**config.mk**
```make
export PLATFORM = sky130hd
export DESIGN_NAME = baro_conversion_scheduler_compensator_flat
export DESIGN_NICKNAME = d
export VERILOG_FILES = /design/src/bcs_pkg.sv /design/src/bcs_if.sv /design/src/bcs_sched.sv /design/src/bcs_seq.sv /design/src/bcs_datapath.sv /design/src/baro_conversion_scheduler_compensator.sv /design/src/flat_wrapper.sv
export SDC_FILE = /design/constraint.sdc
export NUM_CORES = 2
export LEC_CHECK = 0
export BUFFER_PORTS_ARGS = -buffer_cell sky130_fd_sc_hd__buf_4
export CAP_MARGIN = 20
export CELL_PAD_IN_SITES_DETAIL_PLACEMENT = 1
export CELL_PAD_IN_SITES_GLOBAL_PLACEMENT = 1
export CORE_MARGIN = 5
export CORE_UTILIZATION = 51
export CTS_BUF_LIST = sky130_fd_sc_hd__clkbuf_4
export DETAILED_ROUTE_END_ITERATION = 10
export HOLD_SLACK_MARGIN = 0.06
export PLACE_DENSITY_LB_ADDON = 0.25
export REMOVE_ABC_BUFFERS = 1
export SYNTH_ARGS = -nofsm -noshare
export SYNTH_HDL_FRONTEND = slang
export SYNTH_SLANG_ARGS = --single-unit
export TNS_END_PERCENT = 1
```
**constraint.sdc**
```tcl
create_clock -name i_clk -period 11.1 [get_ports i_clk]
set_input_delay 2.22 -clock i_clk [delete_from_list [all_inputs] [get_ports i_clk]]
set_output_delay 2.22 -clock i_clk [all_outputs]
set_load 0.01 [all_outputs]
```
**src/bcs_pkg.sv**
```systemverilog
`timescale 1ns / 1ps
`default_nettype none
// ----------------------------------------------------------------------------
// bcs_pkg
// Types, constants and microcode program shared by the barometric conversion
// scheduler and compensator.
// ----------------------------------------------------------------------------
package bcs_pkg;

    localparam int W_TIME     = 32;
    localparam int W_ADC      = 24;
    localparam int W_COEF     = 16;
    localparam int W_WAIT     = 8;
    localparam int W_OSR      = 4;
    localparam int W_CFG_IDX  = 4;
    localparam int W_CFG_DATA = 16;
    localparam int W_KIND     = 2;
    localparam int W_CMD      = 8;
    localparam int W_TEMP     = 15;
    localparam int W_PRES     = 17;

    // datapath widths
    localparam int W_DT    = 25;
    localparam int W_MB    = 18;
    localparam int W_PROD  = W_DT + W_MB;
    localparam int W_OFF   = 36;
    localparam int W_SENS  = 34;
    localparam int W_ACC   = 59;
    localparam int W_TRAW  = 20;
    localparam int W_DIFF  = 40;
    localparam int W_PQ    = 25;
    localparam int SENS_LO = 17;

    localparam int SH_C5   = 8;
    localparam int SH_C2   = 16;
    localparam int SH_C1   = 15;
    localparam int SH_TEMP = 23;
    localparam int SH_OFF  = 7;
    localparam int SH_SENS = 8;
    localparam int SH_P1   = 21;
    localparam int SH_P2   = 15;

    localparam int TEMP_BASE = 2000;
    localparam int TEMP_LOW  = -4000;
    localparam int TEMP_HIGH = 8500;
    localparam int PRES_LOW  = 1000;
    localparam int PRES_HIGH = 120000;

    localparam logic [W_CMD-1:0]  CMD_PRESSURE    = 8'h40;
    localparam logic [W_CMD-1:0]  CMD_TEMPERATURE = 8'h50;
    localparam logic [W_WAIT-1:0] WAIT_RESET      = 8'd10;
    localparam logic [W_OSR-1:0]  OSR_RESET       = 4'd8;

    typedef enum logic [W_KIND-1:0] {
        KIND_NONE        = 2'd0,
        KIND_PRESSURE    = 2'd1,
        KIND_TEMPERATURE = 2'd2
    } t_kind;

    typedef enum logic [W_CFG_IDX-1:0] {
        CFG_C1   = 4'd0,
        CFG_C2   = 4'd1,
        CFG_C3   = 4'd2,
        CFG_C4   = 4'd3,
        CFG_C5   = 4'd4,
        CFG_C6   = 4'd5,
        CFG_WAIT = 4'd6,
        CFG_OSR  = 4'd7
    } t_cfg_idx;

    typedef struct packed {
        logic [W_COEF-1:0] c1;
        logic [W_COEF-1:0] c2;
        logic [W_COEF-1:0] c3;
        logic [W_COEF-1:0] c4;
        logic [W_COEF-1:0] c5;
        logic [W_COEF-1:0] c6;
        logic [W_WAIT-1:0] wait_ms;
        logic [W_OSR-1:0]  osr;
    } t_cfg;

    // microcode fields
    typedef enum logic {
        A_DT = 1'b0,
        A_D1 = 1'b1
    } t_a_sel;

    typedef enum logic [2:0] {
        B_C6  = 3'd0,
        B_C4  = 3'd1,
        B_C3  = 3'd2,
        B_SLO = 3'd3,
        B_SHI = 3'd4
    } t_b_sel;

    typedef enum logic [2:0] {
        WR_NONE    = 3'd0,
        WR_DT      = 3'd1,
        WR_TEMP    = 3'd2,
        WR_OFF     = 3'd3,
        WR_SENS    = 3'd4,
        WR_ACC_LD  = 3'd5,
        WR_ACC_ADD = 3'd6,
        WR_RESULT  = 3'd7
    } t_wr;

    typedef enum logic {
        SEQ_NEXT = 1'b0,
        SEQ_END  = 1'b1
    } t_seq;

    typedef struct packed {
        t_a_sel a_sel;
        t_b_sel b_sel;
        t_wr    wr;
        t_seq   seq;
    } t_ucode;

    localparam int UCODE_LEN = 9;
    localparam int W_STEP    = $clog2(UCODE_LEN);

    localparam t_ucode UCODE_IDLE = '{A_DT, B_C6, WR_NONE, SEQ_NEXT};

    function automatic t_ucode ucode_rom(input logic [W_STEP-1:0] step);
        t_ucode w;
        case (step)
            4'd0:    w = '{A_DT, B_C6,  WR_DT,      SEQ_NEXT};
            4'd1:    w = '{A_DT, B_C6,  WR_NONE,    SEQ_NEXT};
            4'd2:    w = '{A_DT, B_C4,  WR_TEMP,    SEQ_NEXT};
            4'd3:    w = '{A_DT, B_C3,  WR_OFF,     SEQ_NEXT};
            4'd4:    w = '{A_DT, B_C3,  WR_SENS,    SEQ_NEXT};
            4'd5:    w = '{A_D1, B_SLO, WR_NONE,    SEQ_NEXT};
            4'd6:    w = '{A_D1, B_SHI, WR_ACC_LD,  SEQ_NEXT};
            4'd7:    w = '{A_D1, B_SHI, WR_ACC_ADD, SEQ_NEXT};
            4'd8:    w = '{A_D1, B_SHI, WR_RESULT,  SEQ_END};
            default: w = '{A_DT, B_C6,  WR_NONE,    SEQ_END};
        endcase
        return w;
    endfunction

endpackage
`default_nettype wire

```
**src/bcs_if.sv**
```systemverilog
`timescale 1ns / 1ps
`default_nettype none
// ----------------------------------------------------------------------------
// bcs interfaces
// Poll, result and configuration write channels, valid/ready handshake.
// ----------------------------------------------------------------------------
interface bcs_poll_if;
    import bcs_pkg::*;
    logic              valid;
    logic              ready;
    logic [W_TIME-1:0] now_ms;
    logic [W_ADC-1:0]  adc_reading;
    modport source (output valid, now_ms, adc_reading, input ready);
    modport sink   (input valid, now_ms, adc_reading, output ready);
endinterface

interface bcs_result_if;
    import bcs_pkg::*;
    logic                     valid;
    logic                     ready;
    logic [W_KIND-1:0]        read_kind;
    logic [W_KIND-1:0]        start_kind;
    logic [W_CMD-1:0]         start_command;
    logic signed [W_TEMP-1:0] temperature_centi;
    logic [W_PRES-1:0]        pressure_centi_mbar;
    logic                     sample_error;
    modport source (output valid, read_kind, start_kind, start_command, temperature_centi,
                    pressure_centi_mbar, sample_error, input ready);
    modport sink   (input valid, read_kind, start_kind, start_command, temperature_centi,
                    pressure_centi_mbar, sample_error, output ready);
endinterface

interface bcs_cfg_if;
    import bcs_pkg::*;
    logic                  valid;
    logic                  ready;
    logic [W_CFG_IDX-1:0]  index;
    logic [W_CFG_DATA-1:0] data;
    modport source (output valid, index, data, input ready);
    modport sink   (input valid, index, data, output ready);
endinterface
`default_nettype wire

```
**src/bcs_sched.sv**
```systemverilog
`timescale 1ns / 1ps
`default_nettype none
// ----------------------------------------------------------------------------
// bcs_sched
// Conversion scheduler: pending flags, start times and raw value caches.
// ----------------------------------------------------------------------------
module bcs_sched (
    input  wire                         i_clk,
    input  wire                         i_rst_n,
    input  wire                         i_accept,
    input  wire [bcs_pkg::W_TIME-1:0]   i_now,
    input  wire [bcs_pkg::W_ADC-1:0]    i_adc,
    input  bcs_pkg::t_cfg               i_cfg,
    output bcs_pkg::t_kind              o_read_kind,
    output bcs_pkg::t_kind              o_start_kind,
    output logic [bcs_pkg::W_CMD-1:0]   o_cmd,
    output logic [bcs_pkg::W_ADC-1:0]   o_d1,
    output logic [bcs_pkg::W_ADC-1:0]   o_d2,
    output logic                        o_error
);
    import bcs_pkg::*;

    logic              r_p_pend, n_p_pend;
    logic              r_t_pend, n_t_pend;
    logic [W_TIME-1:0] r_p_time, n_p_time;
    logic [W_TIME-1:0] r_t_time, n_t_time;
    logic [W_ADC-1:0]  r_d1, n_d1;
    logic [W_ADC-1:0]  r_d2, n_d2;
    t_kind             r_read_kind, n_read_kind;
    t_kind             r_start_kind, n_start_kind;
    logic [W_CMD-1:0]  r_cmd, n_cmd;

    logic [W_TIME-1:0] p_elapsed;
    logic [W_TIME-1:0] t_elapsed;
    logic [W_TIME-1:0] wait_ext;

    assign p_elapsed = i_now - r_p_time;
    assign t_elapsed = i_now - r_t_time;
    assign wait_ext  = W_TIME'(i_cfg.wait_ms);

    always_comb begin
        n_p_pend     = r_p_pend;
        n_t_pend     = r_t_pend;
        n_p_time     = r_p_time;
        n_t_time     = r_t_time;
        n_d1         = r_d1;
        n_d2         = r_d2;
        n_read_kind  = KIND_NONE;
        n_start_kind = KIND_NONE;
        n_cmd        = '0;
        // pressure first
        if (r_p_pend && (p_elapsed >= wait_ext)) begin
            n_p_pend    = 1'b0;
            n_d1        = i_adc;
            n_read_kind = KIND_PRESSURE;
        end else if (!r_p_pend && !r_t_pend) begin
            n_p_pend     = 1'b1;
            n_p_time     = i_now;
            n_start_kind = KIND_PRESSURE;
            n_cmd        = CMD_PRESSURE + W_CMD'(i_cfg.osr);
        end
        // then temperature, against the updated pressure flag
        if (r_t_pend && (t_elapsed >= wait_ext)) begin
            n_t_pend    = 1'b0;
            n_d2        = i_adc;
            n_read_kind = KIND_TEMPERATURE;
        end else if (!r_t_pend && !n_p_pend) begin
            n_t_pend     = 1'b1;
            n_t_time     = i_now;
            n_start_kind = KIND_TEMPERATURE;
            n_cmd        = CMD_TEMPERATURE + W_CMD'(i_cfg.osr);
        end
    end

    always_ff @(posedge i_clk) begin
        if (!i_rst_n) begin
            r_p_pend     <= 1'b0;
            r_t_pend     <= 1'b0;
            r_p_time     <= '0;
            r_t_time     <= '0;
            r_d1         <= '0;
            r_d2         <= '0;
            r_read_kind  <= KIND_NONE;
            r_start_kind <= KIND_NONE;
            r_cmd        <= '0;
        end else if (i_accept) begin
            r_p_pend     <= n_p_pend;
            r_t_pend     <= n_t_pend;
            r_p_time     <= n_p_time;
            r_t_time     <= n_t_time;
            r_d1         <= n_d1;
            r_d2         <= n_d2;
            r_read_kind  <= n_read_kind;
            r_start_kind <= n_start_kind;
            r_cmd        <= n_cmd;
        end
    end

    assign o_read_kind  = r_read_kind;
    assign o_start_kind = r_start_kind;
    assign o_cmd        = r_cmd;
    assign o_d1         = r_d1;
    assign o_d2         = r_d2;
    assign o_error      = (r_d1 == '0) || (r_d2 == '0);

endmodule
`default_nettype wire

```
**src/bcs_seq.sv**
```systemverilog
`timescale 1ns / 1ps
`default_nettype none
// ----------------------------------------------------------------------------
// bcs_seq
// Microcode sequencer: step counter over the compensation program.
// ----------------------------------------------------------------------------
module bcs_seq (
    input  wire            i_clk,
    input  wire            i_rst_n,
    input  wire            i_start,
    input  wire            i_out_free,
    output logic           o_busy,
    output bcs_pkg::t_ucode o_ctrl
);
    import bcs_pkg::*;

    logic              r_busy, n_busy;
    logic [W_STEP-1:0] r_step, n_step;
    t_ucode            word;
    logic              stall;

    assign word  = ucode_rom(r_step);
    assign stall = (word.seq == SEQ_END) && !i_out_free;

    always_comb begin
        n_busy = r_busy;
        n_step = r_step;
        if (!r_busy) begin
            if (i_start) begin
                n_busy = 1'b1;
                n_step = '0;
            end
        end else if (word.seq == SEQ_END) begin
            if (i_out_free) begin
                n_busy = 1'b0;
                n_step = '0;
            end
        end else begin
            n_step = r_step + 1'b1;
        end
    end

    always_comb begin
        o_ctrl = word;
        if (!r_busy) begin
            o_ctrl = UCODE_IDLE;
        end else if (stall) begin
            o_ctrl.wr = WR_NONE;
        end
    end

    always_ff @(posedge i_clk) begin
        if (!i_rst_n) begin
            r_busy <= 1'b0;
            r_step <= '0;
        end else begin
            r_busy <= n_busy;
            r_step <= n_step;
        end
    end

    assign o_busy = r_busy;

endmodule
`default_nettype wire

```
**src/bcs_datapath.sv**
```systemverilog
`timescale 1ns / 1ps
`default_nettype none
// ----------------------------------------------------------------------------
// bcs_datapath
// First-order compensation datapath around one shared 25x18 multiplier.
// ----------------------------------------------------------------------------
module bcs_datapath (
    input  wire                                i_clk,
    input  bcs_pkg::t_ucode                    i_ctrl,
    input  bcs_pkg::t_cfg                      i_cfg,
    input  wire [bcs_pkg::W_ADC-1:0]           i_d1,
    input  wire [bcs_pkg::W_ADC-1:0]           i_d2,
    output logic signed [bcs_pkg::W_TEMP-1:0]  o_temp,
    output logic [bcs_pkg::W_PRES-1:0]         o_pres
);
    import bcs_pkg::*;

    logic signed [W_DT-1:0]   r_dt;
    logic signed [W_PROD-1:0] r_prod;
    logic signed [W_TEMP-1:0] r_temp;
    logic signed [W_OFF-1:0]  r_off;
    logic signed [W_SENS-1:0] r_sens;
    logic signed [W_ACC-1:0]  r_acc;

    logic signed [W_DT-1:0]   n_dt;
    logic signed [W_DT-1:0]   mul_a;
    logic signed [W_MB-1:0]   mul_b;
    logic signed [W_PROD-1:0] n_prod;
    logic signed [W_TRAW-1:0] t_raw;
    logic signed [W_TEMP-1:0] n_temp;
    logic signed [W_OFF-1:0]  n_off;
    logic signed [W_SENS-1:0] n_sens;
    logic signed [W_DIFF-1:0] p_diff;
    logic signed [W_PQ-1:0]   p_q;

    assign n_dt = signed'({1'b0, i_d2}) - signed'({1'b0, i_cfg.c5, SH_C5'(0)});

    always_comb begin
        case (i_ctrl.a_sel)
            A_DT:    mul_a = r_dt;
            A_D1:    mul_a = signed'({1'b0, i_d1});
            default: mul_a = r_dt;
        endcase
    end

    always_comb begin
        case (i_ctrl.b_sel)
            B_C6:    mul_b = signed'({2'b0, i_cfg.c6});
            B_C4:    mul_b = signed'({2'b0, i_cfg.c4});
            B_C3:    mul_b = signed'({2'b0, i_cfg.c3});
            B_SLO:   mul_b = signed'({1'b0, r_sens[SENS_LO-1:0]});
            B_SHI:   mul_b = signed'({r_sens[W_SENS-1], r_sens[W_SENS-1:SENS_LO]});
            default: mul_b = '0;
        endcase
    end

    assign n_prod = mul_a * mul_b;

    // temperature, saturated
    assign t_raw = W_TRAW'(r_prod >>> SH_TEMP) + W_TRAW'(TEMP_BASE);
    always_comb begin
        if (t_raw < TEMP_LOW) begin
            n_temp = W_TEMP'(TEMP_LOW);
        end else if (t_raw > TEMP_HIGH) begin
            n_temp = W_TEMP'(TEMP_HIGH);
        end else begin
            n_temp = W_TEMP'(t_raw);
        end
    end

    assign n_off  = signed'(W_OFF'({i_cfg.c2, SH_C2'(0)})) + W_OFF'(r_prod >>> SH_OFF);
    assign n_sens = signed'(W_SENS'({i_cfg.c1, SH_C1'(0)})) + W_SENS'(r_prod >>> SH_SENS);

    // pressure, saturated
    assign p_diff = W_DIFF'(r_acc >>> SH_P1) - W_DIFF'(r_off);
    assign p_q    = W_PQ'(p_diff >>> SH_P2);
    always_comb begin
        if (p_q < PRES_LOW) begin
            o_pres = W_PRES'(PRES_LOW);
        end else if (p_q > PRES_HIGH) begin
            o_pres = W_PRES'(PRES_HIGH);
        end else begin
            o_pres = W_PRES'(p_q);
        end
    end

    always_ff @(posedge i_clk) begin
        r_prod <= n_prod;
        case (i_ctrl.wr)
            WR_DT:      r_dt   <= n_dt;
            WR_TEMP:    r_temp <= n_temp;
            WR_OFF:     r_off  <= n_off;
            WR_SENS:    r_sens <= n_sens;
            WR_ACC_LD:  r_acc  <= W_ACC'(r_prod);
            WR_ACC_ADD: r_acc  <= r_acc + (W_ACC'(r_prod) <<< SENS_LO);
            default: begin
            end
        endcase
    end

    assign o_temp = r_temp;

endmodule
`default_nettype wire

```
**src/baro_conversion_scheduler_compensator.sv**
```systemverilog
`timescale 1ns / 1ps
`default_nettype none
// ----------------------------------------------------------------------------
// baro_conversion_scheduler_compensator
// Barometric sensor conversion scheduler with first-order compensation.
// ----------------------------------------------------------------------------
// Each poll beat, taken only while idle, updates the conversion schedule and
// the raw caches; a nine-step microcode program then runs the compensation
// through a single shared 25x18 multiplier and writes its result beat into
// the output register, and no new poll is taken until the program ends. The
// output register frees the input side while a result waits; the last
// program step holds only while an earlier result is still not taken. The
// user must write coefficients and timing registers through the
// configuration port while no poll is in flight; the block itself does not
// enforce this. Writes to indexes beyond the register list are ignored.
// ----------------------------------------------------------------------------
module baro_conversion_scheduler_compensator (
    input  wire           i_clk,
    input  wire           i_rst_n,
    bcs_poll_if.sink      i_poll,
    bcs_result_if.source  o_result,
    bcs_cfg_if.sink       i_cfg
);
    import bcs_pkg::*;

    t_cfg                     r_cfg;
    logic                     busy;
    logic                     accept;
    logic                     out_free;
    t_ucode                   ctrl;
    t_kind                    read_kind;
    t_kind                    start_kind;
    logic [W_CMD-1:0]         cmd;
    logic [W_ADC-1:0]         d1;
    logic [W_ADC-1:0]         d2;
    logic                     sample_err;
    logic signed [W_TEMP-1:0] temp;
    logic [W_PRES-1:0]        pres;

    logic                     r_out_valid;
    t_kind                    r_out_read_kind;
    t_kind                    r_out_start_kind;
    logic [W_CMD-1:0]         r_out_cmd;
    logic signed [W_TEMP-1:0] r_out_temp;
    logic [W_PRES-1:0]        r_out_pres;
    logic                     r_out_err;

    // configuration registers
    assign i_cfg.ready = 1'b1;

    always_ff @(posedge i_clk) begin
        if (!i_rst_n) begin
            r_cfg.c1      <= '0;
            r_cfg.c2      <= '0;
            r_cfg.c3      <= '0;
            r_cfg.c4      <= '0;
            r_cfg.c5      <= '0;
            r_cfg.c6      <= '0;
            r_cfg.wait_ms <= WAIT_RESET;
            r_cfg.osr     <= OSR_RESET;
        end else if (i_cfg.valid) begin
            case (t_cfg_idx'(i_cfg.index))
                CFG_C1:   r_cfg.c1      <= i_cfg.data;
                CFG_C2:   r_cfg.c2      <= i_cfg.data;
                CFG_C3:   r_cfg.c3      <= i_cfg.data;
                CFG_C4:   r_cfg.c4      <= i_cfg.data;
                CFG_C5:   r_cfg.c5      <= i_cfg.data;
                CFG_C6:   r_cfg.c6      <= i_cfg.data;
                CFG_WAIT: r_cfg.wait_ms <= i_cfg.data[W_WAIT-1:0];
                CFG_OSR:  r_cfg.osr     <= i_cfg.data[W_OSR-1:0];
                default: begin
                end
            endcase
        end
    end

    assign i_poll.ready = !busy;
    assign accept       = i_poll.valid && !busy;
    assign out_free     = !r_out_valid || o_result.ready;

    bcs_sched u_sched (
        .i_clk        (i_clk),
        .i_rst_n      (i_rst_n),
        .i_accept     (accept),
        .i_now        (i_poll.now_ms),
        .i_adc        (i_poll.adc_reading),
        .i_cfg        (r_cfg),
        .o_read_kind  (read_kind),
        .o_start_kind (start_kind),
        .o_cmd        (cmd),
        .o_d1         (d1),
        .o_d2         (d2),
        .o_error      (sample_err)
    );

    bcs_seq u_seq (
        .i_clk      (i_clk),
        .i_rst_n    (i_rst_n),
        .i_start    (accept),
        .i_out_free (out_free),
        .o_busy     (busy),
        .o_ctrl     (ctrl)
    );

    bcs_datapath u_datapath (
        .i_clk  (i_clk),
        .i_ctrl (ctrl),
        .i_cfg  (r_cfg),
        .i_d1   (d1),
        .i_d2   (d2),
        .o_temp (temp),
        .o_pres (pres)
    );

    // output register
    always_ff @(posedge i_clk) begin
        if (!i_rst_n) begin
            r_out_valid <= 1'b0;
        end else if (ctrl.wr == WR_RESULT) begin
            r_out_valid <= 1'b1;
        end else if (o_result.ready) begin
            r_out_valid <= 1'b0;
        end
    end

    always_ff @(posedge i_clk) begin
        if (ctrl.wr == WR_RESULT) begin
            r_out_read_kind  <= read_kind;
            r_out_start_kind <= start_kind;
            r_out_cmd        <= cmd;
            r_out_temp       <= temp;
            r_out_pres       <= pres;
            r_out_err        <= sample_err;
        end
    end

    assign o_result.valid               = r_out_valid;
    assign o_result.read_kind           = r_out_read_kind;
    assign o_result.start_kind          = r_out_start_kind;
    assign o_result.start_command       = r_out_cmd;
    assign o_result.temperature_centi   = r_out_temp;
    assign o_result.pressure_centi_mbar = r_out_pres;
    assign o_result.sample_error        = r_out_err;

endmodule
`default_nettype wire
```
**src/flat_wrapper.sv**
```systemverilog
// flat-port wrapper written by rule: the top's interface ports become plain ports
module baro_conversion_scheduler_compensator_flat import bcs_pkg::*;
  (i_clk, i_rst_n, i_poll_valid, i_poll_now_ms, i_poll_adc_reading, i_poll_ready, o_result_valid, o_result_read_kind, o_result_start_kind, o_result_start_command, o_result_temperature_centi, o_result_pressure_centi_mbar, o_result_sample_error, o_result_ready, i_cfg_valid, i_cfg_index, i_cfg_data, i_cfg_ready);
  bcs_poll_if i_poll_i ();
  bcs_result_if o_result_i ();
  bcs_cfg_if i_cfg_i ();
  input  wire i_clk;
  input  wire i_rst_n;
  input wire logic [$bits(i_poll_i.valid)-1:0] i_poll_valid;
  input wire logic [$bits(i_poll_i.now_ms)-1:0] i_poll_now_ms;
  input wire logic [$bits(i_poll_i.adc_reading)-1:0] i_poll_adc_reading;
  output wire logic [$bits(i_poll_i.ready)-1:0] i_poll_ready;
  output wire logic [$bits(o_result_i.valid)-1:0] o_result_valid;
  output wire logic [$bits(o_result_i.read_kind)-1:0] o_result_read_kind;
  output wire logic [$bits(o_result_i.start_kind)-1:0] o_result_start_kind;
  output wire logic [$bits(o_result_i.start_command)-1:0] o_result_start_command;
  output wire logic [$bits(o_result_i.temperature_centi)-1:0] o_result_temperature_centi;
  output wire logic [$bits(o_result_i.pressure_centi_mbar)-1:0] o_result_pressure_centi_mbar;
  output wire logic [$bits(o_result_i.sample_error)-1:0] o_result_sample_error;
  input wire logic [$bits(o_result_i.ready)-1:0] o_result_ready;
  input wire logic [$bits(i_cfg_i.valid)-1:0] i_cfg_valid;
  input wire logic [$bits(i_cfg_i.index)-1:0] i_cfg_index;
  input wire logic [$bits(i_cfg_i.data)-1:0] i_cfg_data;
  output wire logic [$bits(i_cfg_i.ready)-1:0] i_cfg_ready;
  assign i_poll_i.valid = i_poll_valid;
  assign i_poll_i.now_ms = i_poll_now_ms;
  assign i_poll_i.adc_reading = i_poll_adc_reading;
  assign i_poll_ready = i_poll_i.ready;
  assign o_result_valid = o_result_i.valid;
  assign o_result_read_kind = o_result_i.read_kind;
  assign o_result_start_kind = o_result_i.start_kind;
  assign o_result_start_command = o_result_i.start_command;
  assign o_result_temperature_centi = o_result_i.temperature_centi;
  assign o_result_pressure_centi_mbar = o_result_i.pressure_centi_mbar;
  assign o_result_sample_error = o_result_i.sample_error;
  assign o_result_i.ready = o_result_ready;
  assign i_cfg_i.valid = i_cfg_valid;
  assign i_cfg_i.index = i_cfg_index;
  assign i_cfg_i.data = i_cfg_data;
  assign i_cfg_ready = i_cfg_i.ready;
  baro_conversion_scheduler_compensator u_core (.i_clk(i_clk), .i_rst_n(i_rst_n), .i_poll(i_poll_i), .o_result(o_result_i), .i_cfg(i_cfg_i));
endmodule
```
Word level (Yosys, flattened, before mapping)
Memory sizes are Yosys's and may differ from the RTL's. A register that Yosys moved wholly into a read port is not among the register bits.
Index checks and enable logic that the tools add are counted.
{ "classes": {"addsub": 11, "n_mul": 1, "order_cmp": 6, "eq_ne": 19, "mux": 34, "bitwise_logic": 3, "n_reduce_logical": 38} }
{ "op_table": {"columns": ["op", "count"], "rows": [
  ["$pmux W59 S2", 1],
  ["$pmux W18 S5", 1],
  ["$ge A32 B8 Y1", 2],
  ["$sub A32 B32 Y32", 2],
  ["$add A59 B59 Y59", 1],
  ["$pmux W25 S2", 1],
  ["$logic_not A24 Y1", 2],
  ["$mul A25 B18 Y43", 1],
  ["$sub A38 B36 Y39", 1],
  ["$add A33 B36 Y36", 1],
  ["$add A32 B34 Y34", 1],
  ["$mux W8", 4],
  ["$mux W4", 7],
  ["$sub A24 B24 Y25", 1],
  ["$gt A24 B18 Y1 const B", 1],
  ["$lt A24 B11 Y1 const B", 1],
  ["$reduce_and A2 Y1", 12],
  ["$add A20 B12 Y20 const B", 1],
  ["$gt A20 B15 Y1 const B", 1],
  ["$lt A20 B13 Y1 const B", 1],
  ["$mux W17", 1],
  ["$add A7 B4 Y8 const A", 2],
  ["$eq A4 B3 Y1 const B", 4],
  ["$eq A3 B3 Y1 const B", 5],
  ["19 further kinds", 57]
]} }
{ "totals": {"ff_bits": 497, "mem_bits_ro": 128, "input_bits": 81, "elab_cells": 147, "mem_count": 1} }
{ "memory_table": {"columns": ["name", "words", "width", "rd", "rd_clocked_by_memory_dff", "write_ports", "line", "text"], "rows": [
  ["(name not given)", 16, 8, 1, 1, 0, "bcs_pkg.sv:126", "case (step)"]
]} }

Depth between registers and ports, before layout
{ "logic_depth": {"word_depth": 8, "ltp_mapped": 33, "depth_no_buf": 30} }

Modules after synthesis
Synthesis repeated with hierarchy kept, for this count alone.
{ "hier_totals": {"cells_unflattened": 5009, "area_unflattened_um2": 45118.3} }
{ "modules_own_cells": {"columns": ["mod", "instances", "cells_per_inst", "area_per_inst_um2", "seq_area_each_um2"], "rows": [
  ["bcs_datapath", 1, 3277, 29618.4, 5425.2],
  ["bcs_sched", 1, 1219, 9280.2, 2462.4],
  ["baro_conversion_scheduler_compensator", 1, 434, 5464.0, 3533.4],
  ["bcs_seq", 1, 79, 755.7, 260.2]
]} }

Least setup slack after synthesis
OpenSTA, ideal clock, no wires.
{ "synth_timing": {"path_type": "flip-flop to flip-flop", "startpoint": "reg u_core.u_seq.r_busy, in the netlist u_core.u_seq.o_busy", "endpoint": "reg u_core.u_datapath.r_prod[42]", "setup_ns": 0.072, "arrival_time_ns": 7.927, "required_time_ns": 11.028, "slack_ns": 3.101, "stages_incl_launch_ff": 31, "n_path_buf": 2, "synth_period_minus_slack_ns": 7.999, "path_cell_list": "dfxtp_1 > inv_1 > nor4b_1 > clkbuf_1 > a222oi_1 > nand2_1 > clkbuf_1 > nand2_1 > fa_1 > inv_1 > fa_1 > inv_1 > fa_1 > inv_1 > fa_1 > fa_1 > inv_1 > fa_1 > inv_1 > ha_1 > a21o_1 > o21ai_0 > a21oi_1 > a211oi_1 > o2111ai_1 > a221oi_1 > o21ai_0 > nand4_1 > nand4b_1 > a21oi_1 > xnor2_1"} }
{ "synth_via": {"elab_chain_cells": 4, "word_cells_on_any_way": 10} }
{ "synth_rtl": {"columns": ["item", "line", "text"], "rows": [
  ["start: declaration", "bcs_seq.sv:17", "logic r_busy, n_busy;"],
  ["start signal: assignment", "bcs_seq.sv:57", "r_busy <= n_busy;"],
  ["$mux W4 *", "bcs_seq.sv:45", "if (!r_busy) begin"],
  ["$eq A3 B3 Y1 (tied with other cells)", "bcs_datapath.sv:47", "case (i_ctrl.b_sel)"],
  ["$pmux W18 S5 / $pmux W25 S2 (equally long branches)", "bcs_datapath.sv:47, bcs_datapath.sv:39", null],
  ["$mul A25 B18 Y43 *", "bcs_datapath.sv:57", "assign n_prod = mul_a * mul_b;"],
  ["via u_core.u_datapath.n_prod[42]", "bcs_datapath.sv:28", "logic signed [W_PROD-1:0] n_prod;"],
  ["end signal: assignment", "bcs_datapath.sv:88", "r_prod <= n_prod;"],
  ["end: declaration", "bcs_datapath.sv:19", "logic signed [W_PROD-1:0] r_prod;"]
]} }
Mark *: on every way through the listed nets, which the timed path passes. The rest lies on a longest branch.
A chain may end at the register's enable or synchronous reset.

Worst setup path after layout
Ends and elaborated chain as after synthesis.

==> results.yml <==
run_status:
  status: "finished, final reports clean"
clock_network:
  htree_levels: 4
  cts_tree: "yes"
  clock_sinks: 482
  cts_resized: 0
  numCtsBuffers: 136
  clk_latency_ns: 1.11
  clkSlewWorstSetupHoldPaths_ns: 0.07
  clock_path_buffers: 3
  post-cts-setup-buffers: 0
  cts_hold_buf: 0
  clockRootBuffer: "clkbuf_4"
floorplan:
  die_area_um2: 92200
  core_um2: 85400
  start_util: 0.515
  die_w_um: 304
  row_count: 107
  die_h_um: 304
  ios: 129
sta:
  tightest_slew_ns: 1.15
  post-route-min-period_ns: 9.45
  period_share: 0.851
  fmax_mhz: 106
  fin_setup_tns_ns: 0
  slew_headroom: 0.208
  finalSetupViolCount: 0
  hold_violations: 0
  slew_violations: 0
  skew_ns: 0.0932
  rsz0062_at_grt: "false"
drt:
  drtIter0Drc: 2749
  firstDrtPassIters: 5
  via_per_inst: 5.87
  drc: 0
  wire_per_inst_um: 23.2
  drtAntennaViolNets: 0
  wirelength_um: 147000
  vias: 37300
place:
  dp_hpwl_um: 113000
  io_buffers: 125
  gp_congestion: 0.907
synthesis:
  ys_warn_count: 0
  synth-seq-area-share: 0.263
  netlist.top_cell.by_area: "fa_1"
  syn_area_um2: 44000
  synth_most_common_cell: "inv_1"
  synthesis.instances: 4967
  synth_cell_types: 91
  yosysTopAreaCellShare: 0.203
  synth_common_cells: "inv_1 (743), nand2_1 (728), fa_1 (447)"
  async_flop_share: 0
  ys.flop_type: "dfxtp_1"
  synth_edf_count: 194
  synth_area_leaders: "fa_1 (20%), edfxtp_1 (13%), dfxtp_1 (13%)"
  yosys_register_bits: 482
  avgSynthCellArea_um2: 8.86
worst_setup_path:
  critPathKind: "reg -> reg"
  startpoint_type: "flop"
  cp.depth: 30
  path_max_fanout: 21
  reg2reg_depth: 30
  slowest_stage: "nand2_1"
  required_ns: 12.05
  critPathMaxStageDelay_ns: 0.92
  cp-end-kind: "flop"
  cp_num_buf_inv: 8
  critPathTopFamily: "adder cells"
  cp.arrival_ns: 10.40
cells_and_area:
  num-nets-final: 5940
  drive_above_1_share: 0.0942
  nFillCells: 10000
  syn2layout_area_growth_pct: 9.30
power:
  p_per_area_nw_per_um2: 100
  design_power_total_w: 0.00481
  vdd_drop_max_mv: 0.0762
  leakage_nw: 21.6
global_routing:
  globalRouteTotalUtil: 0.314
  grt_pass1_wl_um: 228000
  antenna_found_initial: 5
  overflow: 0
  grt_pass1_vias: 40200
  grt_max_degree: 154
worst_hold_path:
  min_delay_path_depth: 0
  hold_class: "reg -> reg"
job:
  cap_violations: 0
layout by cell type, fill, tap and decap left out, types with 32 or more instances in the layout:
| cell | instances |
|---|---|
| mux2i_1 | 172 |
| ha_1 | 319 |
| fa_1 | 447 |
| o21a_1 | 43 |
| nand3_1 | 56 |
| buf_4 | 172 |
| edfxtp_1 | 194 |
| nand2b_1 | 50 |
| o21ai_0 | 170 |
| xor2_1 | 60 |
| nand2_1 | 727 |
| a21o_1 | 70 |
| nor2_1 | 419 |
| xnor2_1 | 115 |
| dfxtp_1 | 288 |
| a21oi_1 | 279 |
| nor2b_1 | 32 |
| clkbuf_4 | 210 |
| inv_1 | 743 |
| nor3_1 | 56 |
flip-flops by register name, indices dropped and copies added, names as in the netlist, 8 cells and up:
name / flops
u_core.u_sched.o_d1: 24
u_core.u_datapath.r_sens: 34
u_core.u_datapath.r_off: 36
u_core.u_datapath.r_acc: 42
u_core.u_seq.word: 8
u_core.u_sched.r_t_time: 32
u_core.u_sched.r_p_time: 32
u_core.u_datapath.o_temp: 15
u_core.o_result.temperature_centi: 15
u_core.u_datapath.r_dt: 25
u_core.u_datapath.r_prod: 43
u_core.o_result.pressure_centi_mbar: 17
u_core.u_sched.o_d2: 24
u_core.r_cfg: 108
worst reg2reg max path: cells and delay by family, from the launching register on:
family | cells | cell delay [ns]
AOI/OAI and AO/OA | 9 | 2.37
and+or+nand+nor | 5 | 1.75
xor gates and xnor gates | 1 | 0.13
buffers and inverters | 8 | 1.03
DFF | 1 | 0.61
adders and majority gates | 7 | 3.49
layer usage:
| layer | wire (um) | share of wire | GRT usage |
|---|---|---|---|
| met1 | 60100 | 0.41 | 0.402 |
| met4 | 5810 | 0.040 | 0.119 |
| met3 | 12000 | 0.082 | 0.0756 |
| met2 | 69300 | 0.47 | 0.519 |
| met5 | 0 | 0 | 0 |
logic make-up (layout without fill, tap and decap cells):
family	after synthesis	after routing	synth area share
simple gates	1551	1551	0.155
flops	482	482	0.263
compound gates	856	856	0.126
xor+xnor	175	175	0.0348
buf+inv	934	1165	0.0805
fa+ha+maj	766	766	0.294
mux	201	201	0.0465
other cells	2	12	0.000171
area by class of cell:
| type | count | area [um2] | share of cell area |
|---|---|---|---|
| inverters | 744 | 2800 | 0.0581 |
| clock buffers | 210 | 1580 | 0.0328 |
| repair buffers | 177 | 1380 | 0.0286 |
| flip-flops and latches | 482 | 11600 | 0.241 |
| clock inverters | 34 | 245 | 0.00510 |
| well taps | 1144 | 1430 | 0.0298 |
| multi-input cells | 3552 | 29100 | 0.604 |
| diodes | 9 | 22.5 | 0.000468 |
report_power, final:
part | leakage, nW | total [W] | switching (W) | internal (W)
registers | 4.11 | 0.00200 | 0.0000901 | 0.00191
clock network | 1.08 | 0.00178 | 0.000862 | 0.000917
logic | 16.5 | 0.00103 | 0.000659 | 0.000372
worst paths after layout:
| check | endpoint | start | slack, ns |
|---|---|---|---|
| hold reg to reg | u_core.o_result.temperature_centi[11] | u_core.u_datapath.o_temp[11] | 0.42 |
| setup / recovery | u_core.u_datapath.r_prod[42] | u_core.u_seq.o_busy | 1.65 |
| hold / removal | u_core.o_result.temperature_centi[11] | u_core.u_datapath.o_temp[11] | 0.42 |
| setup reg to reg | u_core.u_datapath.r_prod[42] | u_core.u_seq.o_busy | 1.65 |
stage by stage:
stage               hold WS [ns]  setup WS, ns  instances  instance area [um2]   util
finish                     0.421          1.65       6352                48100  0.563
global route               0.423          1.21       6349                48100  0.563
CTS                        0.424          1.78       6340                48000  0.562
detailed placement         0.408          1.82       6096                46200  0.541
global placement           0.405          2.08       6094                46200  0.541
floorplan                  0.400          2.22       4778                43300      -
(Power assumes the default switching activity.)
